[src/sv/evt_pkg.sv]
`default_nettype none

package evt_pkg;

   localparam int CSR_INDEX_BITS = 3;
   localparam int CSR_DATA_BITS  = 16;

   localparam logic [CSR_INDEX_BITS-1:0] CSR_ANGLE_X = 3'd0;
   localparam logic [CSR_INDEX_BITS-1:0] CSR_ANGLE_Y = 3'd1;
   localparam logic [CSR_INDEX_BITS-1:0] CSR_ANGLE_Z = 3'd2;
   localparam logic [CSR_INDEX_BITS-1:0] CSR_SCALE   = 3'd3;
   localparam logic [CSR_INDEX_BITS-1:0] CSR_OFFSET_X = 3'd4;
   localparam logic [CSR_INDEX_BITS-1:0] CSR_OFFSET_Y = 3'd5;
   localparam logic [CSR_INDEX_BITS-1:0] CSR_MONO    = 3'd6;

   localparam logic OP_MEASURE   = 1'b0;
   localparam logic OP_TRANSFORM = 1'b1;

   localparam logic [15:0] ANGLE_X_RESET = 16'd8192;
   localparam logic [15:0] ANGLE_Y_RESET = 16'd5461;
   localparam logic [15:0] ANGLE_Z_RESET = 16'd60075;
   localparam logic [9:0]  SCALE_RESET   = 10'd60;
   localparam logic signed [12:0] OFFSET_X_RESET = 13'sd960;
   localparam logic signed [12:0] OFFSET_Y_RESET = 13'sd540;

   localparam logic [31:0] MONO_COLOR = 32'hAAFF_FFFF;
   localparam int SCREEN_W = 1920;
   localparam int SCREEN_H = 1080;
   localparam logic signed [12:0] CENTRE_X = 13'sd960;
   localparam logic signed [12:0] CENTRE_Y = 13'sd540;

   localparam logic [31:0] PI_Q30  = 32'd3373259426;
   localparam logic [30:0] Q30_ONE = 31'h4000_0000;
   localparam logic [14:0] QUARTER_TURN = 15'd16384;

   localparam logic [9:0] SCALE_DIV3_MUL = 10'd683;
   localparam int SCALE_DIV3_SH = 11;
   localparam logic [9:0] SCALE_MIN = 10'd3;

   localparam int DIV_NUM_BITS = 32;
   localparam int DIV_DEN_BITS = 8;
   localparam logic [2:0] SERIES_LAST = 3'd5;
   localparam logic [3:0] ENTRY_LAST  = 4'd8;
   localparam logic [1:0] AXIS_LAST   = 2'd2;
   localparam logic [1:0] ROW_LAST    = 2'd2;

   typedef enum logic [3:0] {
      ST_IDLE,
      ST_SIN_X,
      ST_SIN_X2,
      ST_SIN_P,
      ST_DIV_ST,
      ST_DIV,
      ST_SIN_S,
      ST_MAT_AB,
      ST_MAT_ABC,
      ST_MAT_STORE,
      ST_ROW,
      ST_FIT,
      ST_EMIT
   } ctrl_state_type;

   typedef enum logic [2:0] {
      OPND_ZERO,
      OPND_ONE,
      OPND_SX,
      OPND_CX,
      OPND_SY,
      OPND_CY,
      OPND_SZ,
      OPND_CZ
   } opnd_type;

   typedef struct packed {
      opnd_type a;
      opnd_type b;
      opnd_type c;
      logic     neg;
   } mat_term_type;

   typedef struct packed {
      logic       capture;
      logic       sin_x;
      logic       sin_x2;
      logic       sin_p;
      logic       div_start;
      logic       sin_t;
      logic       sin_s;
      logic       mat_ab;
      logic       mat_acc;
      logic       mat_store;
      logic       row;
      logic       fit_shrink;
      logic       emit;
      logic [1:0] axis;
      logic       half;
      logic [2:0] k;
      logic [3:0] ent;
      logic       term;
      logic [1:0] row_idx;
   } ctrl_cmd_type;

   typedef struct packed {
      logic div_done;
      logic fit_done;
      logic is_transform;
      logic rsp_free;
   } dp_status_type;

   function automatic logic [DIV_DEN_BITS-1:0] series_div(input logic [2:0] k);
      logic [DIV_DEN_BITS-1:0] d;
      case (k)
         3'd0: d = 8'd156;
         3'd1: d = 8'd110;
         3'd2: d = 8'd72;
         3'd3: d = 8'd42;
         3'd4: d = 8'd20;
         default: d = 8'd6;
      endcase
      return d;
   endfunction

   // Each matrix entry is one signed triple product or the sum of two.
   function automatic mat_term_type mat_term(input logic [3:0] ent, input logic term);
      mat_term_type t;
      t = '{a: OPND_ZERO, b: OPND_ZERO, c: OPND_ZERO, neg: 1'b0};
      case ({ent, term})
         {4'd0, 1'b0}: t = '{a: OPND_CZ, b: OPND_CY, c: OPND_ONE, neg: 1'b0};
         {4'd1, 1'b0}: t = '{a: OPND_CZ, b: OPND_SY, c: OPND_SX, neg: 1'b0};
         {4'd1, 1'b1}: t = '{a: OPND_SZ, b: OPND_CX, c: OPND_ONE, neg: 1'b1};
         {4'd2, 1'b0}: t = '{a: OPND_CZ, b: OPND_SY, c: OPND_CX, neg: 1'b0};
         {4'd2, 1'b1}: t = '{a: OPND_SZ, b: OPND_SX, c: OPND_ONE, neg: 1'b0};
         {4'd3, 1'b0}: t = '{a: OPND_SZ, b: OPND_CY, c: OPND_ONE, neg: 1'b0};
         {4'd4, 1'b0}: t = '{a: OPND_SZ, b: OPND_SY, c: OPND_SX, neg: 1'b0};
         {4'd4, 1'b1}: t = '{a: OPND_CZ, b: OPND_CX, c: OPND_ONE, neg: 1'b0};
         {4'd5, 1'b0}: t = '{a: OPND_SZ, b: OPND_SY, c: OPND_CX, neg: 1'b0};
         {4'd5, 1'b1}: t = '{a: OPND_CZ, b: OPND_SX, c: OPND_ONE, neg: 1'b1};
         {4'd6, 1'b0}: t = '{a: OPND_SY, b: OPND_ONE, c: OPND_ONE, neg: 1'b1};
         {4'd7, 1'b0}: t = '{a: OPND_CY, b: OPND_SX, c: OPND_ONE, neg: 1'b0};
         {4'd8, 1'b0}: t = '{a: OPND_CY, b: OPND_CX, c: OPND_ONE, neg: 1'b0};
         default: t = '{a: OPND_ZERO, b: OPND_ZERO, c: OPND_ZERO, neg: 1'b0};
      endcase
      return t;
   endfunction

endpackage

`default_nettype wire

[src/sv/evt_ctrl.sv]
`default_nettype none

module evt_ctrl import evt_pkg::*; (
   input  wire logic                      clock,
   input  wire logic                      reset,
   input  wire logic                      req_valid,
   output logic                           req_ready,
   input  wire logic                      csr_we,
   input  wire logic [CSR_INDEX_BITS-1:0] csr_index,
   input  wire dp_status_type             status,
   output ctrl_cmd_type                   cmd
);

   ctrl_state_type state_ff, state_in;
   logic       pend_ff;
   logic [1:0] axis_ff, axis_in;
   logic       half_ff, half_in;
   logic [2:0] k_ff, k_in;
   logic [3:0] ent_ff, ent_in;
   logic       term_ff, term_in;
   logic [1:0] row_ff, row_in;
   logic       ready;
   logic       angle_write;

   assign angle_write = csr_we && (csr_index == CSR_ANGLE_X || csr_index == CSR_ANGLE_Y
                                   || csr_index == CSR_ANGLE_Z);
   assign ready = (state_ff == ST_IDLE) && !pend_ff;

   always_ff @(posedge clock) begin
      if (reset) begin
         state_ff <= ST_IDLE;
         pend_ff  <= 1'b1;
         axis_ff  <= '0;
         half_ff  <= 1'b0;
         k_ff     <= '0;
         ent_ff   <= '0;
         term_ff  <= 1'b0;
         row_ff   <= '0;
      end else begin
         state_ff <= state_in;
         if (angle_write) begin
            pend_ff <= 1'b1;
         end else if (state_ff == ST_IDLE) begin
            pend_ff <= 1'b0;
         end
         axis_ff <= axis_in;
         half_ff <= half_in;
         k_ff    <= k_in;
         ent_ff  <= ent_in;
         term_ff <= term_in;
         row_ff  <= row_in;
      end
   end

   always_comb begin
      state_in = state_ff;
      case (state_ff)
         ST_IDLE: begin
            if (pend_ff) begin
               state_in = ST_SIN_X;
            end else if (req_valid) begin
               state_in = ST_ROW;
            end
         end
         ST_SIN_X:  state_in = ST_SIN_X2;
         ST_SIN_X2: state_in = ST_SIN_P;
         ST_SIN_P:  state_in = ST_DIV_ST;
         ST_DIV_ST: state_in = ST_DIV;
         ST_DIV: begin
            if (status.div_done) begin
               state_in = (k_ff == SERIES_LAST) ? ST_SIN_S : ST_SIN_P;
            end
         end
         ST_SIN_S: begin
            state_in = (half_ff && axis_ff == AXIS_LAST) ? ST_MAT_AB : ST_SIN_X;
         end
         ST_MAT_AB:  state_in = ST_MAT_ABC;
         ST_MAT_ABC: state_in = term_ff ? ST_MAT_STORE : ST_MAT_AB;
         ST_MAT_STORE: begin
            state_in = (ent_ff == ENTRY_LAST) ? ST_IDLE : ST_MAT_AB;
         end
         ST_ROW: begin
            if (row_ff == ROW_LAST) begin
               state_in = status.is_transform ? ST_EMIT : ST_FIT;
            end
         end
         ST_FIT: begin
            if (status.fit_done) begin
               state_in = ST_IDLE;
            end
         end
         ST_EMIT: begin
            if (status.rsp_free) begin
               state_in = ST_IDLE;
            end
         end
         default: state_in = ST_IDLE;
      endcase
   end

   always_comb begin
      axis_in = axis_ff;
      half_in = half_ff;
      k_in    = k_ff;
      ent_in  = ent_ff;
      term_in = term_ff;
      row_in  = row_ff;
      case (state_ff)
         ST_IDLE: begin
            axis_in = '0;
            half_in = 1'b0;
            row_in  = '0;
         end
         ST_SIN_X2: k_in = '0;
         ST_DIV: begin
            if (status.div_done && k_ff != SERIES_LAST) begin
               k_in = k_ff + 1'b1;
            end
         end
         ST_SIN_S: begin
            half_in = !half_ff;
            if (half_ff) begin
               axis_in = axis_ff + 1'b1;
            end
            ent_in  = '0;
            term_in = 1'b0;
         end
         ST_MAT_ABC: term_in = 1'b1;
         ST_MAT_STORE: begin
            term_in = 1'b0;
            ent_in  = ent_ff + 1'b1;
         end
         ST_ROW: row_in = row_ff + 1'b1;
         default: ;
      endcase
   end

   always_comb begin
      cmd            = '0;
      cmd.axis       = axis_ff;
      cmd.half       = half_ff;
      cmd.k          = k_ff;
      cmd.ent        = ent_ff;
      cmd.term       = term_ff;
      cmd.row_idx    = row_ff;
      cmd.capture    = ready && req_valid;
      cmd.sin_x      = state_ff == ST_SIN_X;
      cmd.sin_x2     = state_ff == ST_SIN_X2;
      cmd.sin_p      = state_ff == ST_SIN_P;
      cmd.div_start  = state_ff == ST_DIV_ST;
      cmd.sin_t      = state_ff == ST_DIV && status.div_done;
      cmd.sin_s      = state_ff == ST_SIN_S;
      cmd.mat_ab     = state_ff == ST_MAT_AB;
      cmd.mat_acc    = state_ff == ST_MAT_ABC;
      cmd.mat_store  = state_ff == ST_MAT_STORE;
      cmd.row        = state_ff == ST_ROW;
      cmd.fit_shrink = state_ff == ST_FIT && !status.fit_done;
      cmd.emit       = state_ff == ST_EMIT && status.rsp_free;
      req_ready      = ready;
   end

endmodule

`default_nettype wire

[config.mk]
export PLATFORM = sky130hd
export DESIGN_NAME = evt_ctrl
export DESIGN_NICKNAME = d
export VERILOG_FILES = /design/src/sv/evt_pkg.sv /design/src/sv/evt_ctrl.sv
export SDC_FILE = /design/constraint.sdc
export NUM_CORES = 1
export LEC_CHECK = 0
export BUFFER_PORTS_ARGS = -buffer_cell sky130_fd_sc_hd__buf_2
export CAP_MARGIN = 20
export CORE_MARGIN = 2
export CORE_UTILIZATION = 40
export DETAILED_ROUTE_END_ITERATION = 10
export PLACE_DENSITY_LB_ADDON = 0.12
export SETUP_SLACK_MARGIN = 0.4
export SLEW_MARGIN = 10
export SYNTH_ARGS = -nofsm -noshare
export SYNTH_HDL_FRONTEND = slang
export SYNTH_SLANG_ARGS = --single-unit
[constraint.sdc]
create_clock -name clock -period 2.1 [get_ports clock]
set_clock_uncertainty 0.15 [all_clocks]
set_input_delay 0.105 -clock clock [delete_from_list [all_inputs] [get_ports clock]]
set_output_delay 0.105 -clock clock [all_outputs]
set_load 0.02 [all_outputs]
==> run metrics, run 1 <==
Synth top area share=0.2869; crit share post-route=0.8644; Longest Clk Path Bufs=2; TritonCTS Buffers=3; core footprint=3028 um2; Min Clock Period, post-route=1.815 ns; initial antenna violation count=0; Worst IR Drop VDD=0.4731 mV; ranking of synthesized cells by area=dfxtp_1 (29%), ha_1 (6.0%), nor2_1 (4.8%), nand2_1 (4.5%), a21oi_1 (3.6%); Power per Cell Area=1017 nW/um2; die area=3605 um2; most frequent cell after synthesis=dfxtp_1; Post-synth ARST share=0; result of the run=finished, final reports clean; Mapped Cells=164; Slew headroom=0.7036; CP arrival=1.89 ns; area grow syn2layout=55.58%; largest net degree at the start of global routing=20; type of the worst setup path=flip-flop to flip-flop; Synth Cell Area=1256 um2; final hold viol count=0; Leak Pwr=0.8037 nW; router iterations before antenna repair=4; share of layout cells above drive strength 1=0.4700; Residual DRC=0; CTS sink cnt=18; Worst Max-Slew Pin Slew=0.4427 ns; Post-Syn Nets=~180; multi-input logic area=987.2 um2; Layout Nets=roughly 240; Final setup viols=0; Ant. Diodes=0; Worst Setup Start Kind=flip-flop; vias in the first global route=1251; EDFF count, synth=0; routed length per instance=14.56 um; most common flop cell mapped by yosys=dfxtp_1; Slew Viols, Final=0; routed vias=1435; final setup TNS=0 ns; Die H=60.04 um; routed vias/inst=5.498; HP Class=input pin to flip-flop; Synth cell types=46; fmax=550.9 MHz; Fillers=261; area leader, netlist=dfxtp_1; Final GP Congestion=0.9125; DIE WIDTH=60.04 um; first-pass GRT wire length=5720 um; Post-DP HPWL=~2400 um; crit path capture type=flip-flop; CP required=2.17 ns; IO Port Bufs=37; CTS tree=done; # IOs=38; Initial Util=0.4149; total grt overflow=0; Sequential Area=376.6 um2; CTS HTree Levels=1; Post-Route WL=3800 um; RSZ-0062 raised after global routing=yes; root buf cell=clkbuf_4; CTS clk-pin slew, worst paths=approximately 0.11 ns; Power, Total=1.987 mW; Synth Area per Inst=approximately 7.7 um2; FF+latch count, synth=18; max cap viols=0; YS warnings=0; DRT antenna net count=0; post-synthesis sequential area ratio=0.2869; DRT iter0 DRCs=50; most frequent cells after synthesis=dfxtp_1 (18), nor2_1 (16), nand2_1 (15); worst skew pair latency=0.29 ns; total track usage=0.2041; CP Max Fanout=3; Cell Rows=20
[state kept, by name, indices dropped and copies added, names as in the netlist]
register,count
row_ff,2
pend_ff,1
k_ff,3
ent_ff,4
axis_ff,2
state_ff,4
term_ff,1
half_ff,1
[area by class of cell]
type	instances	share of cell area
clock buffers	4	0.01857
well taps	44	0.02817
flip-flops and latches	18	0.1927
inverters	12	0.02625
repair buffers	62	0.2292
multi-input cells	121	0.5051
[worst max-delay path, cell delays in order, from the launching register on]
cell      delay (ns)
dfxtp_4         0.37
buf_4           0.14
buf_6           0.11
and4bb_2        0.34
a31oi_4         0.09
or3_1           0.34
a211oi_2        0.21
[placed cells by master, fill, tap and decap left out, types with 4 or more instances in the layout]
master   count
buf_2       27
and2_1       4
nand3_1      7
nor2_1      11
ha_1         6
a21oi_1      9
nor2_4       4
dfxtp_1     13
o21ai_0      5
inv_1        9
buf_6       10
dfxtp_4      4
buf_4       22
nand2_1     15
[report_power, final]
part           total (mW)  leakage (nW)  switching (mW)  internal (mW)
Clock               0.220        0.0210           0.115          0.106
Sequential          0.487         0.149          0.0846          0.402
Combinational        1.28         0.633           0.657          0.623
[cell families after synthesis]
family                   after synthesis  share of synthesized area
AND/OR/NAND/NOR                       75                     0.3377
AO/OA/AOI/OAI                         35                     0.1882
buffers and inverters                 25                    0.08565
flip-flops                            18                     0.2869
adder cells (fa/ha/maj)                6                    0.05976
multiplexers                           5                    0.04183
[final timing paths]
path	depth (start not counted)	start	slack [ns]	to
worst max-delay path	6	state_ff[1]	0.28	k_ff[2]
worst min-delay path	2	reset	0.06	k_ff[1]
worst max register to register	6	state_ff[1]	0.28	k_ff[2]
worst min register to register	2	axis_ff[0]	0.33	axis_ff[0]
[repair_timing]
action                     in CTS  in global routing
resized for setup              31                 34
hold buffers                    2                  0
gates cloned                    0                  0
pin swaps                      10                 14
hold endpoints to repair        1                  0
buffers inserted               12                  4
setup endpoints to repair      28                 20
[per-layer routing]
layer / GRT usage / vias to the layer above / routed length (um)
li1: - / 692 / -
met1: 0.2742 / 708 / 1672
met2: 0.3463 / 35 / 1931
met3: 0.03680 / 0 / 195
met4: 0.03175 / 0 / 0
met5: 0 / - / 0
[stage by stage]
step | cell area, um2 | cells | hold slack [ns] | util | worst slack (ns)
4_1_cts | 1755 | 257 | 0.02705 | 0.5798 | 0.2861
2_1_floorplan | 1290 | 164 | 0.1114 | - | 0.3596
3_3_place_gp | 1511 | 239 | 0.2023 | 0.4992 | 0.2751
3_5_place_dp | 1511 | 239 | 0.2200 | 0.4992 | 0.2549
5_1_grt | 1954 | 261 | 0.04241 | 0.6455 | 0.2475
6_report | 1954 | 261 | 0.06129 | 0.6455 | 0.2848
Power figures use the tool's default switching activity.
==> run 2, diff against run 1 <==
--- a/config.mk
+++ b/config.mk
@@ -10,6 +10,7 @@
 export CORE_MARGIN = 2
 export CORE_UTILIZATION = 40
 export DETAILED_ROUTE_END_ITERATION = 10
+export MAX_ROUTING_LAYER = met4
 export PLACE_DENSITY_LB_ADDON = 0.12
 export SETUP_SLACK_MARGIN = 0.4
 export SLEW_MARGIN = 10
==> run 2 against run 1 <==
Effect of this change: critical path depth is the same; utilization did not move; power grew 0.26%; count of clock-buffer cells in the layout stayed put; routed wire length grew 0.76%; first-iteration DRC count increased by 32%; sequential cell count unchanged; hold slack hardly changed; setup slack worse by 0.0064 ns; die area is the same.
==> run metrics, run 2 (synthesis gave the netlist of run 1 again) <==
result of the run=finished, final reports clean (unchanged); initial antenna violation count=0 (unchanged); top flop regs=ent_ff x4, state_ff x4, k_ff x3 (unchanged); crit share post-route=0.8674 (was 0.8644); TritonCTS Buffers=3 (unchanged); Cell Rows=20 (unchanged); commonest non-fill, non-tap cells in the layout=buf_2 (27), buf_4 (22), nand2_1 (15) (unchanged); crit path capture type=flip-flop (unchanged); Worst IR Drop VDD=0.4745 mV (was 0.4731 mV); largest net degree at the start of global routing=20 (unchanged); Min Clock Period, post-route=1.822 ns (was 1.815 ns); Ant. Diodes=0 (unchanged); CP required=2.17 ns (about the same); die area=3605 um2 (unchanged); fin util=0.6455 (unchanged); Die H=60.04 um (unchanged); Fillers=261 (unchanged); DIE WIDTH=60.04 um (unchanged); Worst path max stage delay=0.37 ns (about the same); routed vias/inst=5.498 (unchanged); IO Port Bufs=37 (unchanged); CTS clk-pin slew, worst paths=0.12 ns (was 0.11 ns); Worst Setup Start Kind=flip-flop (unchanged); Post-Route WL=3829 um (was 3800 um); Post-DP HPWL=2407 um (unchanged); DRT antenna net count=0 (unchanged); Initial Util=0.4149 (unchanged); vias in the first global route=1251 (unchanged); first-pass GRT wire length=5713 um (was 5720 um); Layout Nets=235 (unchanged); Longest Clk Path Bufs=2 (unchanged); fmax=549.0 MHz (was 550.9 MHz); Slew headroom=0.6985 (was 0.7036); router iterations before antenna repair=4 (unchanged); CP Max Fanout=3 (unchanged); Residual DRC=0 (unchanged); Post-Place Cells=239 (unchanged); CP max stage cell=dfxtp_4 (unchanged); CP arrival=1.89 ns (about the same); commonest non-fill, non-tap cell in the layout=buf_2 (unchanged); DRT iter0 DRCs=66 (was 50); root buf cell=clkbuf_4 (unchanged); total track usage=0.2100 (was 0.2041); Final GP Congestion=0.9283 (was 0.9125); # IOs=38 (unchanged); area grow syn2layout=55.58% (unchanged); routed vias=1435 (unchanged); routed length per instance=14.67 um (was 14.56 um); CP delay by family, top=simple AND/OR/NAND/NOR gates (unchanged); Slew Viols, Final=0 (unchanged); final setup TNS=0 ns (unchanged); CTS sink cnt=18 (unchanged); total grt overflow=0 (unchanged); worst skew pair latency=0.29 ns (about the same); share of layout cells above drive strength 1=0.4700 (unchanged); Leak Pwr=0.8037 nW (unchanged); final hold viol count=0 (unchanged); Post-Layout Cell Count=261 (unchanged); Worst Max-Slew Pin Slew=0.4503 ns (was 0.4427 ns); Final setup viols=0 (unchanged); core footprint=3028 um2 (unchanged); max cap viols=0 (unchanged); RSZ-0062 raised after global routing=yes (unchanged); critical path buffer and inverter count=2 (unchanged); critical path cell sequence=buf_4, buf_6, and4bb_2, a31oi_4, or3_1, a211oi_2 (unchanged); Power per Cell Area=1019 nW/um2 (was 1017 nW/um2); type of the worst setup path=flip-flop to flip-flop (unchanged); CTS HTree Levels=1 (unchanged); HP Class=input pin to flip-flop (unchanged); CTS tree=done (unchanged)
-- run 2: cell counts in the layout (fill, tap and decap cells not counted) --
No cell type changed its count.
-- run 2: final cells by class --
class	count	area [um2]	share of cell area
Clock buffer	4	36.28	0.01857
Tap cell	44	55.05	0.02817
Inverter	12	51.30	0.02625
Multi-Input combinational cell	121	987.2	0.5051
Timing Repair Buffer	62	447.9	0.2292
Sequential cell	18	376.6	0.1927
-- run 2: where the power goes --
group	leakage, nW	switching (mW)	internal, mW
logic	0.633	0.659	0.623
registers	0.149	0.0855	0.402
clock network	0.0210	0.116	0.106
-- run 2: metrics by stage --
step           hold slack (ns)  total power [mW]  setup WS, ns  area (um2)
2_1_floorplan           0.1114             1.079        0.3596        1290
3_3_place_gp            0.2023             1.257        0.2751        1511
3_5_place_dp            0.2200             1.257        0.2549        1511
4_1_cts                0.02705             1.730        0.2861        1755
5_1_grt                0.04241             2.105        0.2475        1954
6_report               0.06120             1.992        0.2784        1954
-- run 2: timing repair --
| action | 4_1_cts | 5_1_grt |
|---|---|---|
| resized for setup | 31 | 34 |
| hold endpoints to repair | 1 | 0 |
| hold buffers | 2 | 0 |
| setup endpoints to repair | 28 | 20 |
| setup buffers | 12 | 4 |
| pin swaps | 10 | 14 |
-- run 2: path summary, 6_finish.rpt --
check	from	endpoint	slack, ns	cells past startpoint
min reg2reg	axis_ff[0]	axis_ff[0]	0.33	2
max	state_ff[1]	k_ff[2]	0.28	6
max reg2reg	state_ff[1]	k_ff[2]	0.28	6
min	reset	k_ff[1]	0.06	2
-- run 2: per-layer routing --
metal	share of wire	GRT usage
met1	0.46	0.2795
met3	0.038	0.02814
met5	0	-
met4	0.0021	0.03175
met2	0.50	0.3463
